## config.mk

```make
export PLATFORM = sky130hd
export DESIGN_NAME = esc_mul
export DESIGN_NICKNAME = d
export VERILOG_FILES = /design/src/rtl/core/esc_pkg.sv /design/src/rtl/core/esc_mul.sv
export SDC_FILE = /design/constraint.sdc
export NUM_CORES = 2
export LEC_CHECK = 0
export ABC_AREA = 1
export BUFFER_PORTS_ARGS = -buffer_cell sky130_fd_sc_hd__buf_2
export CORE_AREA = 5 5 326 328
export DETAILED_ROUTE_END_ITERATION = 7
export DIE_AREA = 0 0 331 333
export SLEW_MARGIN = 20
export SYNTH_ARGS = -nofsm -noshare
export SYNTH_HDL_FRONTEND = slang
export SYNTH_SLANG_ARGS = --single-unit
```

## constraint.sdc

```tcl
create_clock -name clk -period 21.6 [get_ports clk]
set_input_delay 3.24 -clock clk [delete_from_list [all_inputs] [get_ports clk]]
set_output_delay 3.24 -clock clk [all_outputs]
set_load 0.02 [all_outputs]
```

## src/rtl/core/esc_pkg.sv

```systemverilog
// ----------------------------------------------------------------------------
// esc_pkg
// shared types, codes and constants of the sensor compensation block
// ----------------------------------------------------------------------------
package esc_pkg;

    typedef logic [1:0]         kind_t;
    typedef logic [19:0]        raw_t;
    typedef logic signed [31:0] value_t;
    typedef logic [63:0]        word_t;

    localparam kind_t KIND_TEMP = 2'd0;
    localparam kind_t KIND_PRES = 2'd1;
    localparam kind_t KIND_HUM  = 2'd2;

    localparam int CFG_IDX_W = 3;
    localparam int CFG_DATA_W = 64;
    localparam logic [CFG_IDX_W-1:0] CFG_CAL_TEMP     = 3'd0;
    localparam logic [CFG_IDX_W-1:0] CFG_CAL_PRES_A   = 3'd1;
    localparam logic [CFG_IDX_W-1:0] CFG_CAL_PRES_B   = 3'd2;
    localparam logic [CFG_IDX_W-1:0] CFG_CAL_PRES_HUM = 3'd3;
    localparam logic [CFG_IDX_W-1:0] CFG_CAL_HUM      = 3'd4;

    // shared unit operations
    typedef logic [2:0] op_t;
    localparam op_t OP_ADD   = 3'd0;
    localparam op_t OP_SUB   = 3'd1;
    localparam op_t OP_ASR   = 3'd2;
    localparam op_t OP_LSR   = 3'd3;
    localparam op_t OP_SHL   = 3'd4;
    localparam op_t OP_MUL   = 3'd5;
    localparam op_t OP_DIV   = 3'd6;
    localparam op_t OP_CLAMP = 3'd7;

    localparam int NUM_TMP = 6;
    localparam int DIV_STEPS = 64;

    localparam word_t C_64000     = 64'd64000;
    localparam word_t C_0X100000  = 64'h100000;
    localparam word_t C_3125      = 64'd3125;
    localparam word_t C_0X80000000 = 64'h80000000;
    localparam word_t C_76800     = 64'd76800;
    localparam word_t C_HUM_MAX   = 64'd419430400;
    localparam word_t C_16384     = 64'd16384;
    localparam word_t C_2097152   = 64'd2097152;
    localparam word_t C_0X8000    = 64'h8000;
    localparam word_t C_32768     = 64'd32768;
    localparam word_t C_8192      = 64'd8192;
    localparam word_t C_128       = 64'd128;

endpackage

```

## src/rtl/core/esc_mul.sv

```systemverilog
// ----------------------------------------------------------------------------
// esc_mul
// 64 x 64 multiply modulo 2^64 over one 32 x 32 multiplier
// ----------------------------------------------------------------------------
module esc_mul (
    input  logic           clk,
    input  logic           rst_n,
    input  logic           start,
    input  esc_pkg::word_t a,
    input  esc_pkg::word_t b,
    output logic           done,
    output esc_pkg::word_t prod
);
    import esc_pkg::*;

    word_t       a_reg;
    word_t       b_reg;
    word_t       part_reg;
    word_t       acc_reg;
    logic [1:0]  cnt_reg;
    logic        busy_reg;
    logic        done_reg;
    logic [31:0] mul_a;
    logic [31:0] mul_b;
    word_t       mul_p;

    always_comb
    begin
        case (cnt_reg)
            2'd0:
            begin
                mul_a = a_reg[31:0];
                mul_b = b_reg[31:0];
            end
            2'd1:
            begin
                mul_a = a_reg[31:0];
                mul_b = b_reg[63:32];
            end
            default:
            begin
                mul_a = a_reg[63:32];
                mul_b = b_reg[31:0];
            end
        endcase
        mul_p = 64'(mul_a) * 64'(mul_b);
    end

    always_ff @(posedge clk or negedge rst_n)
    begin
        if (!rst_n)
        begin
            cnt_reg  <= 2'd0;
            busy_reg <= 1'b0;
            done_reg <= 1'b0;
        end
        else
        begin
            done_reg <= 1'b0;
            if (start)
            begin
                busy_reg <= 1'b1;
                cnt_reg  <= 2'd0;
            end
            else if (busy_reg)
            begin
                cnt_reg <= cnt_reg + 2'd1;
                if (cnt_reg == 2'd3)
                begin
                    busy_reg <= 1'b0;
                    done_reg <= 1'b1;
                end
            end
        end
    end

    // cross products only reach the upper half
    always_ff @(posedge clk)
    begin
        if (start)
        begin
            a_reg <= a;
            b_reg <= b;
        end
        else if (busy_reg)
        begin
            part_reg <= mul_p;
            if (cnt_reg == 2'd1)
                acc_reg <= part_reg;
            else if (cnt_reg != 2'd0)
                acc_reg[63:32] <= acc_reg[63:32] + part_reg[31:0];
        end
    end

    assign done = done_reg;
    assign prod = acc_reg;

endmodule

```

Word-level counts from Yosys, hierarchy flattened:

Index checks and enable logic that the tools add are counted.

* eq/ne operators: 2
* multipliers: 1
* multiplexer cells: 12
* $add $sub $neg: 2
* shift-type cells: 0
* div/mod/pow operators: 0
* reductions and logical operators: 8
* magnitude comparators: 0
* bitwise operators: 1

Operators with widths (count)
* $mux 32: 4
* $mul 32x32->64: 1
* $add 32x32->32: 1
* $mux 1: 6
* $reduce_and 3->1: 2
* $reduce_bool 2->1: 3
* $mux 2: 2
* $add 2x1->2 const B: 1
* $eq 2x1->1 const B: 1
* $eq 2x2->1 const B: 1
* $logic_not 2->1: 1
* $reduce_and 2->1: 1
* $reduce_or 2->1: 1
* $not 1->1: 1

* word-level logic and storage cells: 34
* memory bits (writable): 0
* flip-flop bits (word level): 260
* latch bits: 0
* memories kept: 0
* bits in read-only memories: 0

Depth between registers and ports, before layout:

* word-level depth: 4
* gate-level depth with buffers: 39
* gate-level depth less buffers: 36

Least setup slack after synthesis:

No wires, ideal clock.

* path kind: input-to-reg
* start: input port start
* end: register acc_reg[0] (netlist: prod[0]) (enable)
* cell stages on the path: 3
* arrival time: 7813 ps
* slack: 13366 ps
* library setup time: 421 ps
* cell sequence: nor2_1 inv_1 nor2_1

* longest elaborated chain between the ends: 2

Ends and longest elaborated chain
* from (decl): RTL line esc_mul.sv:8 `input logic start,`
* $not 1->1 (no line)
* $reduce_and 3->1 (no line)
* to (signal assigned): RTL line esc_mul.sv:89 `acc_reg <= part_reg;`
* to (decl): RTL line esc_mul.sv:19 `word_t acc_reg;`

No other way between the ends.
A chain may end at the register's enable or synchronous reset.

Worst setup path in the final report:

* start: register cnt_reg[1]
* end: register part_reg[50] (data pin)

* longest elaborated chain between the ends: 4

Ends and longest elaborated chain
* from (decl): RTL line esc_mul.sv:20 `logic [1:0] cnt_reg;`
* from (signal assigned): RTL line esc_mul.sv:67 `cnt_reg <= cnt_reg + 2'd1;`
* $eq 2x1->1 or $logic_not 2->1 (tied branches): RTL line esc_mul.sv:29 `case (cnt_reg)`
* $reduce_or 2->1 (no line)
* $mux 32: RTL line esc_mul.sv:29
* $mul 32x32->64 *: RTL line esc_mul.sv:46 `mul_p = 64'(mul_a) * 64'(mul_b);`
* via mul_p[50]: RTL line esc_mul.sv:25 `word_t mul_p;`
* to (signal assigned): RTL line esc_mul.sv:87 `part_reg <= mul_p;`
* to (decl): RTL line esc_mul.sv:18 `word_t part_reg;`

Mark *: on every way through the listed nets, which the timed path passes. The rest lies on a longest branch.

==> results.md <==
- Status: completed
- Max H-tree Level: 1
- Minimum clock period: 10050 ps
- Total Routed Length: 153400 µm
- GRT overflow: 0
- Total count of hold-check failures in the final report: 0
- Tightest slew margin relative to the limit: 23.69%
- Post-Synthesis Cell Area: 45930 µm²
- Count of vias placed by the detailed router: 35.57k
- Dpl hpwl: 125400 µm
- Number of antenna violations at the first check in global routing: 5
- CTS Sinks: 260
- Remaining antenna violation count: 0
- Max-capacitance violation count: 0
- Root buffer cell: clkbuf_16
- Number of buffers inserted for hold repair after clock tree synthesis: 0
- Buffers inserted by post-CTS timing repair: 0
- Final worst clock skew: 41.24 ps
- Worst Hold Endpoint: prod[31]$_DFFE_PP_
- Required time at the endpoint of the critical path: 22000 ps
- Setup_tns: 0 ps
- Routed wirelength normalized by instance count: 22.07 µm
- Register-to-Register Path Depth: 26
- IO buf count: 195
- Cell count after synthesis: 5434
- Synthesis Warnings: 0
- Setup violations, final: 0
- R2R setup slack: 11550 ps
- Hold-critical path depth: 0
- RR Endpoint: part_reg[50]$_DFFE_PP_
- Area of the die: 110200 µm²
- F_max: 99.53 MHz
- Floorplan die height: 333 µm
- Critical Setup Path Class: reg2reg
- RSZ-0062 raised after global routing: no
- Core Box Area: 102900 µm²
- Number of max-slew violations in the final report: 0
- Clock-pin slew on the worst setup and hold paths: 80 ps
- Ports placed on the boundary: 196
- Reg2reg start: cnt_reg[1]$_DFFE_PN0P_
- Floorplan die width: 331 µm
- Via density per instance: 5.119
- Mean instance size in the synthesized netlist: 8.452 µm²
- Clock buffer depth: 3
- Final critical-path share of the clock period: 46.51%
- Post-synthesis cell type count: 36
- Share of synthesized area occupied by flip-flops and latches: 16.95%
- Total nets after synthesis: 6760
- Min-delay src: part_reg[31]$_DFFE_PP_
- Global-route wire length before repair: 229400 µm
- Drt pass-1 iters: 5
- DRC violation total after the first TritonRoute iteration: 2952
- Type of element capturing the critical path: flip-flop
- Vias in the first global route: 37.21k
- Critical path arrival: 10440 ps
- Number of buffers inserted during clock tree synthesis: 30
- DRC violation count after routing: 0
- Clock latency on the worst-skew pair: 660 ps
- Post-synthesis to final-layout area growth: 6.821%
- Starting Density: 44.63%
- Synthesis-stage register bit count: 260
- Slew at the pin closest to its max-slew limit: 1145 ps
- Rows: 118
- Final-stage net count: 6870
- Total routing resource utilization after global routing: 28.06%
- Worst min-delay path class: reg2reg
- Placer's final routability congestion estimate: 0.9924
- Largest net degree at the start of global routing: 91
- CTS tree: yes
- Startpoint class of the critical path: flip-flop
- Top fanout value on the critical path: 33
- Share of layout cells above drive strength 1: 7.777%
- Filler Cell Count: 10.13k
- Resized Gates After CTS: 0
## cells by family after synthesis
family          count (synthesis)  share of synthesized area, %
compound gates                167                         2.427
simple gates                 2220                         18.89
buf+inv                      1548                         13.68
flops                         260                         16.95
fa+ha+maj                    1195                         47.21
xor+xnor                       44                        0.8390
## critical path: stages, from the launching register on
cell     delay, ps
dfrtp_1        350
inv_1          100
ha_4           310
nor2_4         150
buf_4          670
inv_2          580
or2_0          370
o21ai_2        430
inv_2          470
nand2_1        200
fa_1           430
inv_1           90
fa_1           440
fa_1           630
fa_1           450
fa_1           510
fa_1           420
fa_1           690
ha_1           310
ha_1           460
nand2_1        150
nor2_1         270
inv_1          120
nor3_1         510
nand3_1        350
nand4_1        190
nand2_1         60
## cell usage in the layout (no fill, tap or decap), drive strengths merged
master	instances
bufinv	3
xnor2	14
clkinv	17
and3	1
or2	42
edfxtp	256
dfrtp	4
o21bai	11
a21oi	71
o21ai	85
inv	1372
nand4	11
clkinvlp	2
xor2	30
nand2	1316
buf	255
clkbuf	33
and2	1
nor4	3
ha	298
fa	897
diode	2
nand3b	8
nand3	94
nor3	26
nor2	718
## cells in the mapped netlist, drive strengths merged
master | number | area (µm²)
inv | 1369 | 5144
nand2 | 1316 | 4940
fa | 897 | 17960
nor2 | 718 | 2703
ha | 298 | 3729
edfxtp | 256 | 7687
buf | 153 | 1037
nand3 | 94 | 470.5
o21ai | 85 | 676.9
a21oi | 71 | 355.3
or2 | 42 | 262.8
xor2 | 30 | 262.8
nor3 | 26 | 140.1
clkbuf | 24 | 92.59
xnor2 | 14 | 122.6
nand4 | 11 | 68.82
o21bai | 11 | 82.58
nand3b | 8 | 60.06
dfrtp | 4 | 100.1
nor4 | 3 | 18.77
clkinv | 2 | 7.510
and2 | 1 | 6.260
and3 | 1 | 6.260
## final cells by class
class / count / area [µm²] / area share (%)
Clock buffer: 33 / 762.0 / 1.553
Clock inverter: 23 / 224.0 / 0.4565
Inverter: 1371 / 5151 / 10.50
Antenna cell: 2 / 5.005 / 0.01020
Timing Repair Buffer: 255 / 1445 / 2.945
Multi-Input combinational cell: 3626 / 31960 / 65.14
Tap cell: 1380 / 1727 / 3.519
Sequential cell: 260 / 7787 / 15.87
## metrics by stage
stage                     hold WS [ps]  cell area (µm²)  util, %  std cells  setup slack (ps)
after global placement           460.7            48050    46.69       6892             11430
after CTS                        470.5            49040    47.65       6948             11400
after global routing             494.1            49060    47.67       6948             11190
final                            469.0            49060    47.68       6950             11550
after floorplan                  430.7            45930        -       5434             13370
after detailed placement         455.7            48050    46.69       6892             11430
## worst max path at each step
stage	startpoint	endpoint	cells after the start
floorplan	start	prod[0]$_DFFE_PP_	3
finish	cnt_reg[1]$_DFFE_PN0P_	part_reg[50]$_DFFE_PP_	26
CTS	cnt_reg[1]$_DFFE_PN0P_	part_reg[38]$_DFFE_PP_	30
global placement	cnt_reg[1]$_DFFE_PN0P_	part_reg[50]$_DFFE_PP_	28
detailed placement	cnt_reg[1]$_DFFE_PN0P_	part_reg[38]$_DFFE_PP_	30
global route	cnt_reg[1]$_DFFE_PN0P_	part_reg[38]$_DFFE_PP_	30
## per-layer routing
| metal | global-route usage [%] | routed length, µm |
|---|---|---|
| met1 | 37.64 | 61960 |
| met2 | 44.92 | 69850 |
| met3 | 5.355 | 13330 |
| met4 | 11.81 | 8259 |
| met5 | 0 | 0 |
Power is left out: the tool's default activity adds up to more than one toggle a clock period on the data nets, which glitch-free logic cannot reach.
