**config.mk**
```make
export PLATFORM = sky130hd
export DESIGN_NAME = esc_div
export DESIGN_NICKNAME = d
export VERILOG_FILES = /design/src/rtl/core/esc_pkg.sv /design/src/rtl/core/esc_div.sv
export SDC_FILE = /design/constraint.sdc
export NUM_CORES = 1
export LEC_CHECK = 0
export ABC_AREA = 1
export BUFFER_PORTS_ARGS = -buffer_cell sky130_fd_sc_hd__buf_2
export CAP_MARGIN = 20
export CELL_PAD_IN_SITES_DETAIL_PLACEMENT = 1
export CELL_PAD_IN_SITES_GLOBAL_PLACEMENT = 2
export CORE_MARGIN = 4
export CORE_UTILIZATION = 29
export DETAILED_ROUTE_END_ITERATION = 12
export PLACE_DENSITY = 0.78
export SLEW_MARGIN = 20
export SYNTH_ARGS = -nofsm -noshare
export SYNTH_HDL_FRONTEND = slang
export SYNTH_SLANG_ARGS = --single-unit
```
**constraint.sdc**
```tcl
create_clock -name clk -period 2.8 [get_ports clk]
set_input_delay 0.56 -clock clk [delete_from_list [all_inputs] [get_ports clk]]
set_output_delay 0.56 -clock clk [all_outputs]
set_load 0.02 [all_outputs]
```
**src/rtl/core/esc_pkg.sv**
```systemverilog
// ----------------------------------------------------------------------------
// esc_pkg
// shared types, codes and constants of the sensor compensation block
// ----------------------------------------------------------------------------
package esc_pkg;

    typedef logic [1:0]         kind_t;
    typedef logic [19:0]        raw_t;
    typedef logic signed [31:0] value_t;
    typedef logic [63:0]        word_t;

    localparam kind_t KIND_TEMP = 2'd0;
    localparam kind_t KIND_PRES = 2'd1;
    localparam kind_t KIND_HUM  = 2'd2;

    localparam int CFG_IDX_W = 3;
    localparam int CFG_DATA_W = 64;
    localparam logic [CFG_IDX_W-1:0] CFG_CAL_TEMP     = 3'd0;
    localparam logic [CFG_IDX_W-1:0] CFG_CAL_PRES_A   = 3'd1;
    localparam logic [CFG_IDX_W-1:0] CFG_CAL_PRES_B   = 3'd2;
    localparam logic [CFG_IDX_W-1:0] CFG_CAL_PRES_HUM = 3'd3;
    localparam logic [CFG_IDX_W-1:0] CFG_CAL_HUM      = 3'd4;

    // shared unit operations
    typedef logic [2:0] op_t;
    localparam op_t OP_ADD   = 3'd0;
    localparam op_t OP_SUB   = 3'd1;
    localparam op_t OP_ASR   = 3'd2;
    localparam op_t OP_LSR   = 3'd3;
    localparam op_t OP_SHL   = 3'd4;
    localparam op_t OP_MUL   = 3'd5;
    localparam op_t OP_DIV   = 3'd6;
    localparam op_t OP_CLAMP = 3'd7;

    localparam int NUM_TMP = 6;
    localparam int DIV_STEPS = 64;

    localparam word_t C_64000     = 64'd64000;
    localparam word_t C_0X100000  = 64'h100000;
    localparam word_t C_3125      = 64'd3125;
    localparam word_t C_0X80000000 = 64'h80000000;
    localparam word_t C_76800     = 64'd76800;
    localparam word_t C_HUM_MAX   = 64'd419430400;
    localparam word_t C_16384     = 64'd16384;
    localparam word_t C_2097152   = 64'd2097152;
    localparam word_t C_0X8000    = 64'h8000;
    localparam word_t C_32768     = 64'd32768;
    localparam word_t C_8192      = 64'd8192;
    localparam word_t C_128       = 64'd128;

endpackage

```
**src/rtl/core/esc_div.sv**
```systemverilog
// ----------------------------------------------------------------------------
// esc_div
// 64-bit unsigned restoring divider, one quotient bit per cycle
// ----------------------------------------------------------------------------
module esc_div (
    input  logic           clk,
    input  logic           rst_n,
    input  logic           start,
    input  esc_pkg::word_t dividend,
    input  esc_pkg::word_t divisor,
    output logic           done,
    output esc_pkg::word_t quotient
);
    import esc_pkg::*;

    localparam int CNT_W = $clog2(DIV_STEPS + 1);

    word_t            rem_reg;
    word_t            quo_reg;
    word_t            dvs_reg;
    logic [CNT_W-1:0] cnt_reg;
    logic             done_reg;
    logic [64:0]      rem_sh;
    logic [64:0]      trial;

    assign rem_sh = {rem_reg, quo_reg[63]};
    assign trial  = rem_sh - {1'b0, dvs_reg};

    always_ff @(posedge clk or negedge rst_n)
    begin
        if (!rst_n)
        begin
            cnt_reg  <= '0;
            done_reg <= 1'b0;
        end
        else
        begin
            done_reg <= 1'b0;
            if (start)
                cnt_reg <= CNT_W'(DIV_STEPS);
            else if (cnt_reg != '0)
            begin
                cnt_reg <= cnt_reg - 1'b1;
                if (cnt_reg == CNT_W'(1))
                    done_reg <= 1'b1;
            end
        end
    end

    always_ff @(posedge clk)
    begin
        if (start)
        begin
            rem_reg <= '0;
            quo_reg <= dividend;
            dvs_reg <= divisor;
        end
        else if (cnt_reg != '0)
        begin
            if (!trial[64])
            begin
                rem_reg <= trial[63:0];
                quo_reg <= {quo_reg[62:0], 1'b1};
            end
            else
            begin
                rem_reg <= rem_sh[63:0];
                quo_reg <= {quo_reg[62:0], 1'b0};
            end
        end
    end

    assign done     = done_reg;
    assign quotient = quo_reg;

endmodule
```
# Word level (Yosys, flattened, before mapping)
# Index checks and enable logic that the tools add are counted.
# Widths: inputs -> output; s select.
# word_totals
reg_bits	200
inputBits	131
out_inout_bits	65
elab_cells	19
# classes
n_addsub	2
eq_ne	1
mux	9
reduce_logical	2
# ops
op	count
$mux 64	3
$sub 65x64->65	1
$mux 7	2
$eq 7x1->1 const B	1
$reduce_bool 7->1	1
$sub 7x1->7 const B	1
$mux 1	4
$reduce_bool 2->1	1

# Logic depth before layout (Yosys ltp)
# Gate-level depths: netlist (run 1).
# depth
depth_word	4
ltp_mapped	21
ltp_nobuf	20

# Least setup slack after synthesis (run 1)
# OpenSTA, ideal clock, no wires.
# synth_timing
path_type	input-to-reg
start	input start
end	register quo_reg[0] (netlist: quotient[0]), enable pin
setup_time_ns	0.425
t_arrival_ns	2.480
t_required_ns	2.375
slack_ns	-0.105
cell_stages	4
n_path_buf	2
path_cell_list	clkbuf_1 -> inv_1 -> clkbuf_1 -> nand2_1
# synth_via
elab_chain_cells	1
# synth_lines
element	line_no	text
from (decl)	esc_div.sv:8	input logic start,
$reduce_bool 2->1 (no source line)	n/a	
to (signal assigned)	esc_div.sv:55	quo_reg <= dividend;
to (signal assigned)	esc_div.sv:63	quo_reg <= {quo_reg[62:0], 1'b1};
to (signal assigned)	esc_div.sv:68	quo_reg <= {quo_reg[62:0], 1'b0};
to (decl)	esc_div.sv:19	word_t quo_reg;
# Every way passes these cells.
# A chain may end at the register's enable or synchronous reset.

# Worst setup path after layout (run 1)
# layout_timing
start	register rem_reg[32]
end	register rem_reg[21]
# layout_via
elab_chain_cells	2
# layout_lines
element	line_no	text
from (decl)	esc_div.sv:18	word_t rem_reg;
from (signal assigned)	esc_div.sv:62	rem_reg <= trial[63:0];
from (signal assigned)	esc_div.sv:67	rem_reg <= rem_sh[63:0];
$sub 65x64->65	esc_div.sv:27	assign trial = rem_sh - {1'b0, dvs_reg};
$mux 64	esc_div.sv:60	if (!trial[64])
# Every way passes these cells.

==> out/qor.txt, run 1 <==
largest family of logic cells by synthesized area - simple AND/OR/NAND/NOR gates
largest net degree at the start of global routing - 97
WL/cell - 17.10 microns
die width - 234.4 microns
critical path peak fanout - 12
Core Area - 0.05038 sq mm
Chip Height - 234.4 microns
relative slew slack - 41.08%
die area - 0.05494 sq mm
ys flop type - edfxtp_1
Vias/cell - 4.532
post-DP HPWL - 43470 microns
area grow syn2layout - 19.73%
mapped cell area - 0.01486 sq mm
Yosys Warn Count - 0
crit-path max cell delay - 390 ps
vias in the first global route - 15190
clk buf depth - 2
dominant cell by count in the synthesized netlist - nand2_1
mux share of post-synthesis cell area - 0%
IO buf count - 195
Routed Antenna Nets - 0
CP cell instances - ha_1 > nand2_1 > nor2_1 > inv_2 > nor2_4 > nand2_2 > nor3_2 > nand2_4 > nand2_8 > nand2_8 > nand2_8 > clkbuf_16 > nand2_1 > nand3_1 > nand2_1 > inv_1
Post-synth EDFFs - 128
Sink Count - 200
Tot GR Track Use - 19.80%
non-filler cells, final - 3238
Synth Area in Compound Gates - 2.660%
Seq/Total Area, Yosys - 35.82%
Post-synth ARST share - 4.000%
Worst-Margin Slew - 883.9 ps
Max Fclk - 378.2 MHz
DRC - 0
Placer Congestion - 0.9006
Yosys top cell area share - 25.86%
initial core utilization - 29.51%
Setup crit end kind - register
final setup vio count - 0
antenna cells - 0
Mapped Cells - 2338
adder-cell share of the synthesized area - 5.690%
drt total wl - 55350 microns
max-slew violations - 0
hold crit path type - input port to register
Post-Synth Simple-Gate Area - 40.92%
first-pass GRT wire length - 84430 microns
pwr/cell area - 1011 mW/mm^2
flop and latch count out of synthesis - 200
via count - 14680
Iter 0 DRT Violations - 629
xor and xnor area share after synthesis - 1.414%
WP data required - 3250 ps
Detailed Routing Iterations Pass 1 - 5
root buf cell - clkbuf_16
Design Power - 17.99 mW
CTS tree - yes
Synth area leader - edfxtp_1
Tcrit/Tclk final - 94.43%
Site Rows - 82
worst endpoint data arrival time - 3090 ps
Slowest-stage cell, CP - ha_1
Peak VDD IR - 0.5690 mV
clock-pin slew on the worst setup and hold paths - 90 ps
syn_area_per_cell - 6.358 sq um
Yosys cell types - 39
Final nets - 2751
initial antenna violation count - 5
Clk Latency, worst-skew pair - 510 ps
final setup skew - 16.86 ps
TritonCTS Buffers - 17
critical path class - register to register
Min Clock Period, post-route - 2644 ps
H-tree depth - 4
I/O pin cnt - 196
startpoint types - register
total congestion overflow - 0
syn_nets - 2536
max cap viols - 0
P_leak - 10.20 nW
final hold viol count - 0
most common library cells after synthesis - 946 x nand2_1, 443 x inv_1, 238 x nor2_1
Inst Count DP - 3188
post-route core utilization - 35.33%
Area contributors post-synth - edfxtp_1 26%, nand2_1 24%, inv_1 11%
share of layout cells above drive strength 1 - 14.34%
Fin Setup TNS - 0 ps
outcome - finished, final reports clean
-- where the power goes --
part / total [mW] / internal (mW) / switching (mW)
sequential: 4.49 / 3.91 / 0.579
clock: 2.58 / 1.20 / 1.39
combinational: 10.9 / 3.80 / 7.11
total: 18.0 / 8.91 / 9.08
-- cell usage in the layout, fill, tap and decap left out, types with 3 or more instances in the layout --
cell type and n:
buf_4 36, o21ai_0 17, buf_2 194, nor3_1 18
nand4_1 18, edfxtp_1 128, and3_1 4, nand2_2 18
nand2_8 5, nor2_2 9, nand2_1 933, inv_2 13
dfrtp_1 8, nand3_1 174, inv_6 3, nor2_4 5
and2_1 5, ha_2 6, clkinv_8 4, inv_1 440
a21oi_1 48, xor2_1 23, nor2_1 234, clkbuf_16 23
buf_6 4, dfxtp_1 64, inv_8 4, nand3_2 22
buf_12 9, ha_1 59, nand3b_1 10, clkinv_1 3
-- path summary, 6_finish.rpt --
check | start | endpoint | slack [ps] | cells past startpoint
max in group asynchronous | rst_n | cnt_reg[0]$_DFFE_PN0P_ | 2120 | 2
setup / recovery | rem_reg[32]$_SDFFE_PP0P_ | rem_reg[21]$_SDFFE_PP0P_ | 160 | 16
min in group asynchronous | rst_n | done$_DFF_PN0_ | 490 | 2
hold / removal | divisor[41] | dvs_reg[41]$_DFFE_PP_ | 220 | 1
hold reg to reg | cnt_reg[5]$_DFFE_PN0P_ | cnt_reg[5]$_DFFE_PN0P_ | 470 | 1
setup reg to reg | rem_reg[32]$_SDFFE_PP0P_ | rem_reg[21]$_SDFFE_PP0P_ | 160 | 16
-- metrics by stage --
step	cell area, sq um	hold slack [ps]	setup WS [ps]
global route	17800	185.9	-18.60
floorplan	14870	264.4	224.6
detailed placement	16780	419.2	63.87
finish	17800	220.9	155.9
global placement	16780	414.2	195.8
CTS	17370	174.2	33.16
-- critical path: cells and delay by family, from the launching register on --
kind                       cells  cell delay [ps]
adders and majority gates      1              390
buffers and inverters          3              350
DFF                            1              360
and+or+nand+nor               12             1480
-- cell families (layout without fill, tap and decap cells) --
logic type               count (synthesis)  in the layout
XOR/XNOR                                24             24
adder cells (fa/ha/maj)                 67             67
flip-flops                             200            200
AO/OA/AOI/OAI                           74             74
buffers and inverters                  511            739
AND/OR/NAND/NOR                       1462           1462
-- routing by layer --
metal  global-route usage [%]  part of all wire, %
met3                    4.592                  5.0
met4                    5.777                  2.3
met5                        0                 0.14
met2                    32.75                   46
met1                    25.91                   46
-- what timing repair did --
action / 4_1_cts / 5_1_grt
setup buffers: 0 / 9
hold buffers: 1 / 0
setup endpoints to repair: 0 / 64
hold endpoints to repair: 8 / 0
resized for setup: 0 / 42
-- final cells by class --
class / count / area [sq um]
clock inverter: 13 / 151.4
inverter: 457 / 1718
tap: 672 / 840.8
fill: 6527 / 32580
clock buffer: 19 / 432.9
multi-input combinational: 1627 / 7702
timing repair buffer: 250 / 1627
sequential: 200 / 5325
Note: power is estimated with default switching activity, not from simulation.
==> inputs of run 2 (changes only) <==
CORE_ASPECT_RATIO = 1.25   (was not set)
MAX_ROUTING_LAYER = met4   (was not set)
==> run 2 against run 1 <==
  * Clock power increased by 2%
  * Total power up 1.6%
  * Final cell count decreased by 0.28%
  * Critical path depth is 2 higher
  * Register-to-register slack hardly changed
  * Global-route usage increased by 0.68 points
  * Utilization grew 0.090 points
  * Combinational power hardly changed
  * Sequential power about the same
  * Critical path type unchanged
  * Highest routed layer is now met4
==> out/qor.txt, run 2 (synthesis results as in run 1) <==
Final nets - 2754
Reg2Reg Setup Slack - 160 ps
Max Fclk - 378.5 MHz
initial core utilization - 29.41%
drt total wl - 57460 microns
CTS tree - yes
commonest non-fill, non-tap cells in the layout - 931 x nand2_1, 440 x inv_1, 233 x nor2_1
die width - 210.5 microns
first-pass GRT wire length - 85310 microns
DRC - 0
Core Area - 0.05053 sq mm
P_leak - 10.27 nW
Iter 0 DRT Violations - 658
Tcrit/Tclk final - 94.35%
clock-pin slew on the worst setup and hold paths - 90 ps
Clk pwr share - 14.4%
clk buf depth - 2
dpl cell area - 0.01682 sq mm
Tot GR Track Use - 20.49%
initial antenna violation count - 1
via count - 14800
outcome - finished, final reports clean
Int Pwr - 8.949 mW
Chip Height - 261.1 microns
WHS Endpoint - dvs_reg[53]$_DFFE_PP_
largest net degree at the start of global routing - 128
Peak VDD IR - 0.4950 mV
relative slew slack - 47.62%
vias in the first global route - 15480
Sink Count - 200
commonest non-fill, non-tap cell in the layout - nand2_1
Setup crit end kind - register
max-slew violations - 0
area grow syn2layout - 20.41%
Worst R2R End - rem_reg[54]$_SDFFE_PP0P_
WP data required - 3210 ps
IO buf count - 195
Net Sw Frac - 51.05%
final setup skew - 16.99 ps
critical path peak fanout - 8
Design Power - 18.28 mW
Site Rows - 92
worst endpoint data arrival time - 3050 ps
Clk Latency, worst-skew pair - 510 ps
pwr/cell area - 1021 mW/mm^2
Detailed Routing Iterations Pass 1 - 5
H-tree depth - 4
hold depth - 1
Placer Congestion - 0.9553
final hold viol count - 0
hold_sp - divisor[53]
I/O pin cnt - 196
final setup vio count - 0
design area - 0.01790 sq mm
post-route core utilization - 35.42%
Seq pwr share - 24.5%
Routed Antenna Nets - 0
die area - 0.05496 sq mm
max cap viols - 0
Min Clock Period, post-route - 2642 ps
Vias/cell - 4.582
Switch Pwr - 9.333 mW
TritonCTS Buffers - 17
Comb pwr share - 61.0%
total congestion overflow - 0
Worst R2R Path Depth - 18
hold crit path type - input port to register
startpoint types - register
FF-to-FF Start - dvs_reg[55]$_DFFE_PP_
share of layout cells above drive strength 1 - 14.83%
root buf cell - clkbuf_16
WL/cell - 17.80 microns
post-DP HPWL - 44240 microns
Worst-Margin Slew - 785.6 ps
critical path class - register to register
run 2: changes by cell type in the layout (fill, tap and decap cells not counted), sizes merged:
cell	before	now
inv	461	462
diode	0	2
clkinv	7	8
clkbuf	25	24
buf	243	245
run 2: area by class of cell:
type	count	area [sq um]
clock inverters	15	173.9
multi-input cells	1627	7732
inverters	457	1718
repair buffers	253	1695
diodes	2	5.005
flip-flops and latches	200	5325
fillers	6602	32640
clock buffers	17	425.4
well taps	658	823.3
run 2: worst max-delay path by stage:
stage	startpoint	endpoint	slack (ps)	cells after the start
floorplan	quotient[63]$_DFFE_PP_	rem_reg[2]$_SDFFE_PP0P_	220	21
global placement	dvs_reg[8]$_DFFE_PP_	rem_reg[49]$_SDFFE_PP0P_	180	15
detailed placement	dvs_reg[39]$_DFFE_PP_	rem_reg[38]$_SDFFE_PP0P_	130	17
CTS	quotient[63]$_DFFE_PP_	rem_reg[54]$_SDFFE_PP0P_	110	21
global route	dvs_reg[22]$_DFFE_PP_	rem_reg[63]$_SDFFE_PP0P_	-20	15
finish	dvs_reg[55]$_DFFE_PP_	rem_reg[54]$_SDFFE_PP0P_	160	18
run 2: metal layers:
metal	vias to the layer above	part of all wire, %	track usage [%]
met3	74	4.3	4.254
met5	-	0	-
met2	297	50	35.74
li1	7539	-	-
met1	6886	42	23.45
met4	0	3.4	7.062
run 2: critical path, stage by stage, from the launching register on:
cell       delay [ps]
edfxtp_1          370
inv_1             130
ha_1              330
a21oi_1           290
nand2_1           120
inv_1              60
nand2_1            60
nand2_1            60
nand2_1            80
a21oi_4           150
buf_12            140
nand2_8            70
nand2_8           110
nand2_8            90
clkbuf_16         200
nand2_1            80
nand3_1            80
nand2_1            90
inv_1              30
run 2: power groups by stage:
stage          combinational (mW)  clock (mW)  sequential (mW)
2_1_floorplan                6.67           0             4.59
3_3_place_gp                 9.93           0             4.52
3_5_place_dp                 10.1           0             4.54
4_1_cts                      10.2        2.75             4.49
5_1_grt                      12.5        2.85             4.59
6_report                     11.2        2.64             4.49
run 2: stage by stage:
step | TNS, ps | cells | worst slack [ps] | hold slack [ps]
after global routing | -123.5 | 3228 | -17.34 | 182.6
final | 0 | 3229 | 158.2 | 216.7
after floorplan | 0 | 2338 | 224.6 | 264.4
after detailed placement | 0 | 3178 | 132.4 | 410.7
after global placement | 0 | 3178 | 179.6 | 409.9
after CTS | 0 | 3211 | 105.4 | 177.2
run 2: repair_timing:
action / 4_1_cts / 5_1_grt
hold endpoints to repair: 8 / 0
hold buffers: 1 / 0
resized for setup: 0 / 51
setup buffers: 0 / 6
setup endpoints to repair: 0 / 65
==> inputs of run 3 (changes only) <==
ABC_AREA = not set   (was 1)
CORE_UTILIZATION = 33   (was 29)
CTS_CLUSTER_SIZE = 24   (was not set)
PLACE_DENSITY = 0.88   (was 0.78)
==> run 3 against run 2 <==
  * The run now ends with negative setup slack left
  * Critical path depth is 4 lower
  * Global-route usage is 0.35 points lower
  * Clock power is 7% lower
  * Wire length is 32% lower
  * Sequential cell count stayed put
  * Critical path type unchanged
  * Critical endpoint is now rem_reg[59]$_SDFFE_PP0P_
  * Largest cell class unchanged
==> out/qor.txt, run 3 <==
WL/cell - 18.73 microns
Post-Synth Simple-Gate Area - 11.02%
WP data required - 3180 ps
CTS tree - yes
DRC - 0
mapped cell area - 0.01179 sq mm
outcome - complete, but fails checks
CP cell instances - ha_4 > fa_2 > nand2b_4 > a21oi_4 > o2111ai_4 > a211oi_2 > o21ai_1 > nand2_2 > nand4_1 > o311a_4 > buf_6 > buf_4 > mux2i_1 > a211oi_1
Crit path max-delay family - compound AO/OA/AOI/OAI gates
vias in the first global route - 11530
Slowest-stage cell, CP - edfxtp_1
root buf cell - clkbuf_16
Post-synth EDFFs - 128
Seq/Total Area, Yosys - 45.18%
Tcrit/Tclk final - 112.7%
Placer Congestion - 0.8752
worst endpoint data arrival time - 3540 ps
xor and xnor area share after synthesis - 4.682%
clk buf depth - 2
Area contributors post-synth - edfxtp_1 33%, dfxtp_1 11%, ha_1 7.0%
die area - 0.03882 sq mm
Sink Count - 200
Post-synth ARST share - 4.000%
post-DP HPWL - 29220 microns
Max Fclk - 316.9 MHz
share of layout cells above drive strength 1 - 42.31%
Vias/cell - 5.077
ys flop type - edfxtp_1
worst-case hold slack - 265.7 ps
Yosys cell types - 77
final hold viol count - 0
Net Sw Frac - 36.43%
Routed Antenna Nets - 0
Yosys top cell area share - 32.61%
Final nets - 1785
Int Pwr - 7.215 mW
setup ws final - -356.0 ps
Yosys Warn Count - 0
Synth area leader - edfxtp_1
Fin Setup TNS - -17570 ps
most common library cells after synthesis - 128 x edfxtp_1, 109 x nor2_1, 94 x a21oi_1
largest net degree at the start of global routing - 83
die width - 177.0 microns
Setup crit end kind - register
max cap viols - 0
Switch Pwr - 4.134 mW
dominant cell by count in the synthesized netlist - edfxtp_1
via count - 10540
adder-cell share of the synthesized area - 7.176%
initial antenna violation count - 2
Detailed Routing Iterations Pass 1 - 5
Min Clock Period, post-route - 3156 ps
Synth Area in Compound Gates - 17.46%
startpoint types - register
pwr/cell area - 693.9 mW/mm^2
Buf/Inv on CP - 2
final setup vio count - 65
Peak VDD IR - 0.4590 mV
Chip Height - 219.3 microns
I/O pin cnt - 196
critical path peak fanout - 5
max-slew violations - 0
largest family of logic cells by synthesized area - compound AO/OA/AOI/OAI gates
Mapped Cells - 1159
total congestion overflow - 0
Comb pwr share - 43.2%
Worst-Margin Slew - 941.2 ps
Site Rows - 77
initial core utilization - 33.33%
P_leak - 7.273 nW
pre-CTS setup slack - -402.0 ps
Tot GR Track Use - 20.14%
flop and latch count out of synthesis - 200
RSZ-0062 raised after global routing - yes
syn_nets - 1357
crit-path max cell delay - 420 ps
IO buf count - 195
violated checks - negative setup slack
drt total wl - 38890 microns
Seq pwr share - 35.2%
syn_area_per_cell - 10.17 sq um
final setup skew - 13.49 ps
commonest non-fill, non-tap cell in the layout - buf_4
Iter 0 DRT Violations - 526
H-tree depth - 4
relative slew slack - 37.25%
first-pass GRT wire length - 60110 microns
commonest non-fill, non-tap cells in the layout - 256 x buf_4, 194 x buf_2, 128 x edfxtp_1
clock-pin slew on the worst setup and hold paths - 80 ps
post-route core utilization - 46.26%
mux share of post-synthesis cell area - 9.671%
Clk Latency, worst-skew pair - 460 ps
Core Area - 0.03536 sq mm
area grow syn2layout - 38.77%
critical path class - register to register
Clk pwr share - 21.5%
hold crit path type - input port to register
TritonCTS Buffers - 17
==> run 3: final timing paths <==
kind | cells past startpoint | from | end | slack (ps)
max | 14 | dvs_reg[0]$_DFFE_PP_ | rem_reg[59]$_SDFFE_PP0P_ | -360
min | 1 | divisor[61] | dvs_reg[61]$_DFFE_PP_ | 270
max reg2reg | 14 | dvs_reg[0]$_DFFE_PP_ | rem_reg[59]$_SDFFE_PP0P_ | -360
min reg2reg | 1 | cnt_reg[6]$_DFFE_PN0P_ | cnt_reg[6]$_DFFE_PN0P_ | 500
max in group asynchronous | 2 | rst_n | cnt_reg[6]$_DFFE_PN0P_ | 2150
min in group asynchronous | 2 | rst_n | cnt_reg[0]$_DFFE_PN0P_ | 470
==> run 3: final cells by class <==
cell class / instances / area (sq um)
antenna: 2 / 5.005
clock buffer: 20 / 436.7
clock inverter: 12 / 118.9
fill: 4064 / 19000
inverter: 80 / 300.3
multi-input combinational: 825 / 6442
sequential: 200 / 5325
tap: 474 / 593.1
timing repair buffer: 463 / 3134
==> run 3: cell families after synthesis <==
logic type / after synthesis
mux: 106
compound gates: 306
simple gates: 283
buf+inv: 134
xor+xnor: 63
fa+ha+maj: 67
flops: 200
==> run 3: worst reg2reg max path: stages (launching register included) <==
cell and delay (ps):
edfxtp_1 420, ha_4 200, fa_2 340, nand2b_4 160
a21oi_4 190, o2111ai_4 150, a211oi_2 310, o21ai_1 100
nand2_2 130, nand4_1 150, o311a_4 250, buf_6 160
buf_4 150, mux2i_1 120, a211oi_1 230
==> run 3: metal layers <==
metal / vias to the layer above / wire, microns / global-route usage [%]
li1: 5092 / - / -
met1: 5154 / 15400 / 21.80
met2: 247 / 20920 / 36.86
met3: 46 / 1784 / 4.428
met4: 0 / 790 / 5.960
met5: - / 0 / -
==> run 3: stage by stage <==
| step | cell area, sq um | power [mW] | cells |
|---|---|---|---|
| finish | 16360 | 11.35 | 2076 |
| global placement | 14990 | 8.366 | 2010 |
| floorplan | 11810 | 6.550 | 1159 |
| CTS | 15860 | 11.16 | 2055 |
| detailed placement | 14990 | 8.529 | 2010 |
| global route | 16360 | 12.02 | 2076 |
==> run 3: power groups by stage <==
| stage | Combinational (mW) | Clock [mW] | Sequential, mW |
|---|---|---|---|
| floorplan | 2.35 | 0 | 4.20 |
| global placement | 4.34 | 0 | 4.02 |
| detailed placement | 4.49 | 0 | 4.04 |
| CTS | 4.64 | 2.53 | 3.99 |
| global route | 5.34 | 2.63 | 4.06 |
| finish | 4.90 | 2.45 | 4.00 |
==> run 3: repair_timing <==
| action | in CTS | in global routing |
|---|---|---|
| hold buffers | 1 | 0 |
| gates resized for setup | 31 | 82 |
| setup endpoints to repair | 65 | 65 |
| hold endpoints to repair | 8 | 0 |
| pin swaps | 32 | 46 |
| setup buffers | 10 | 19 |
| cloned | 2 | 0 |
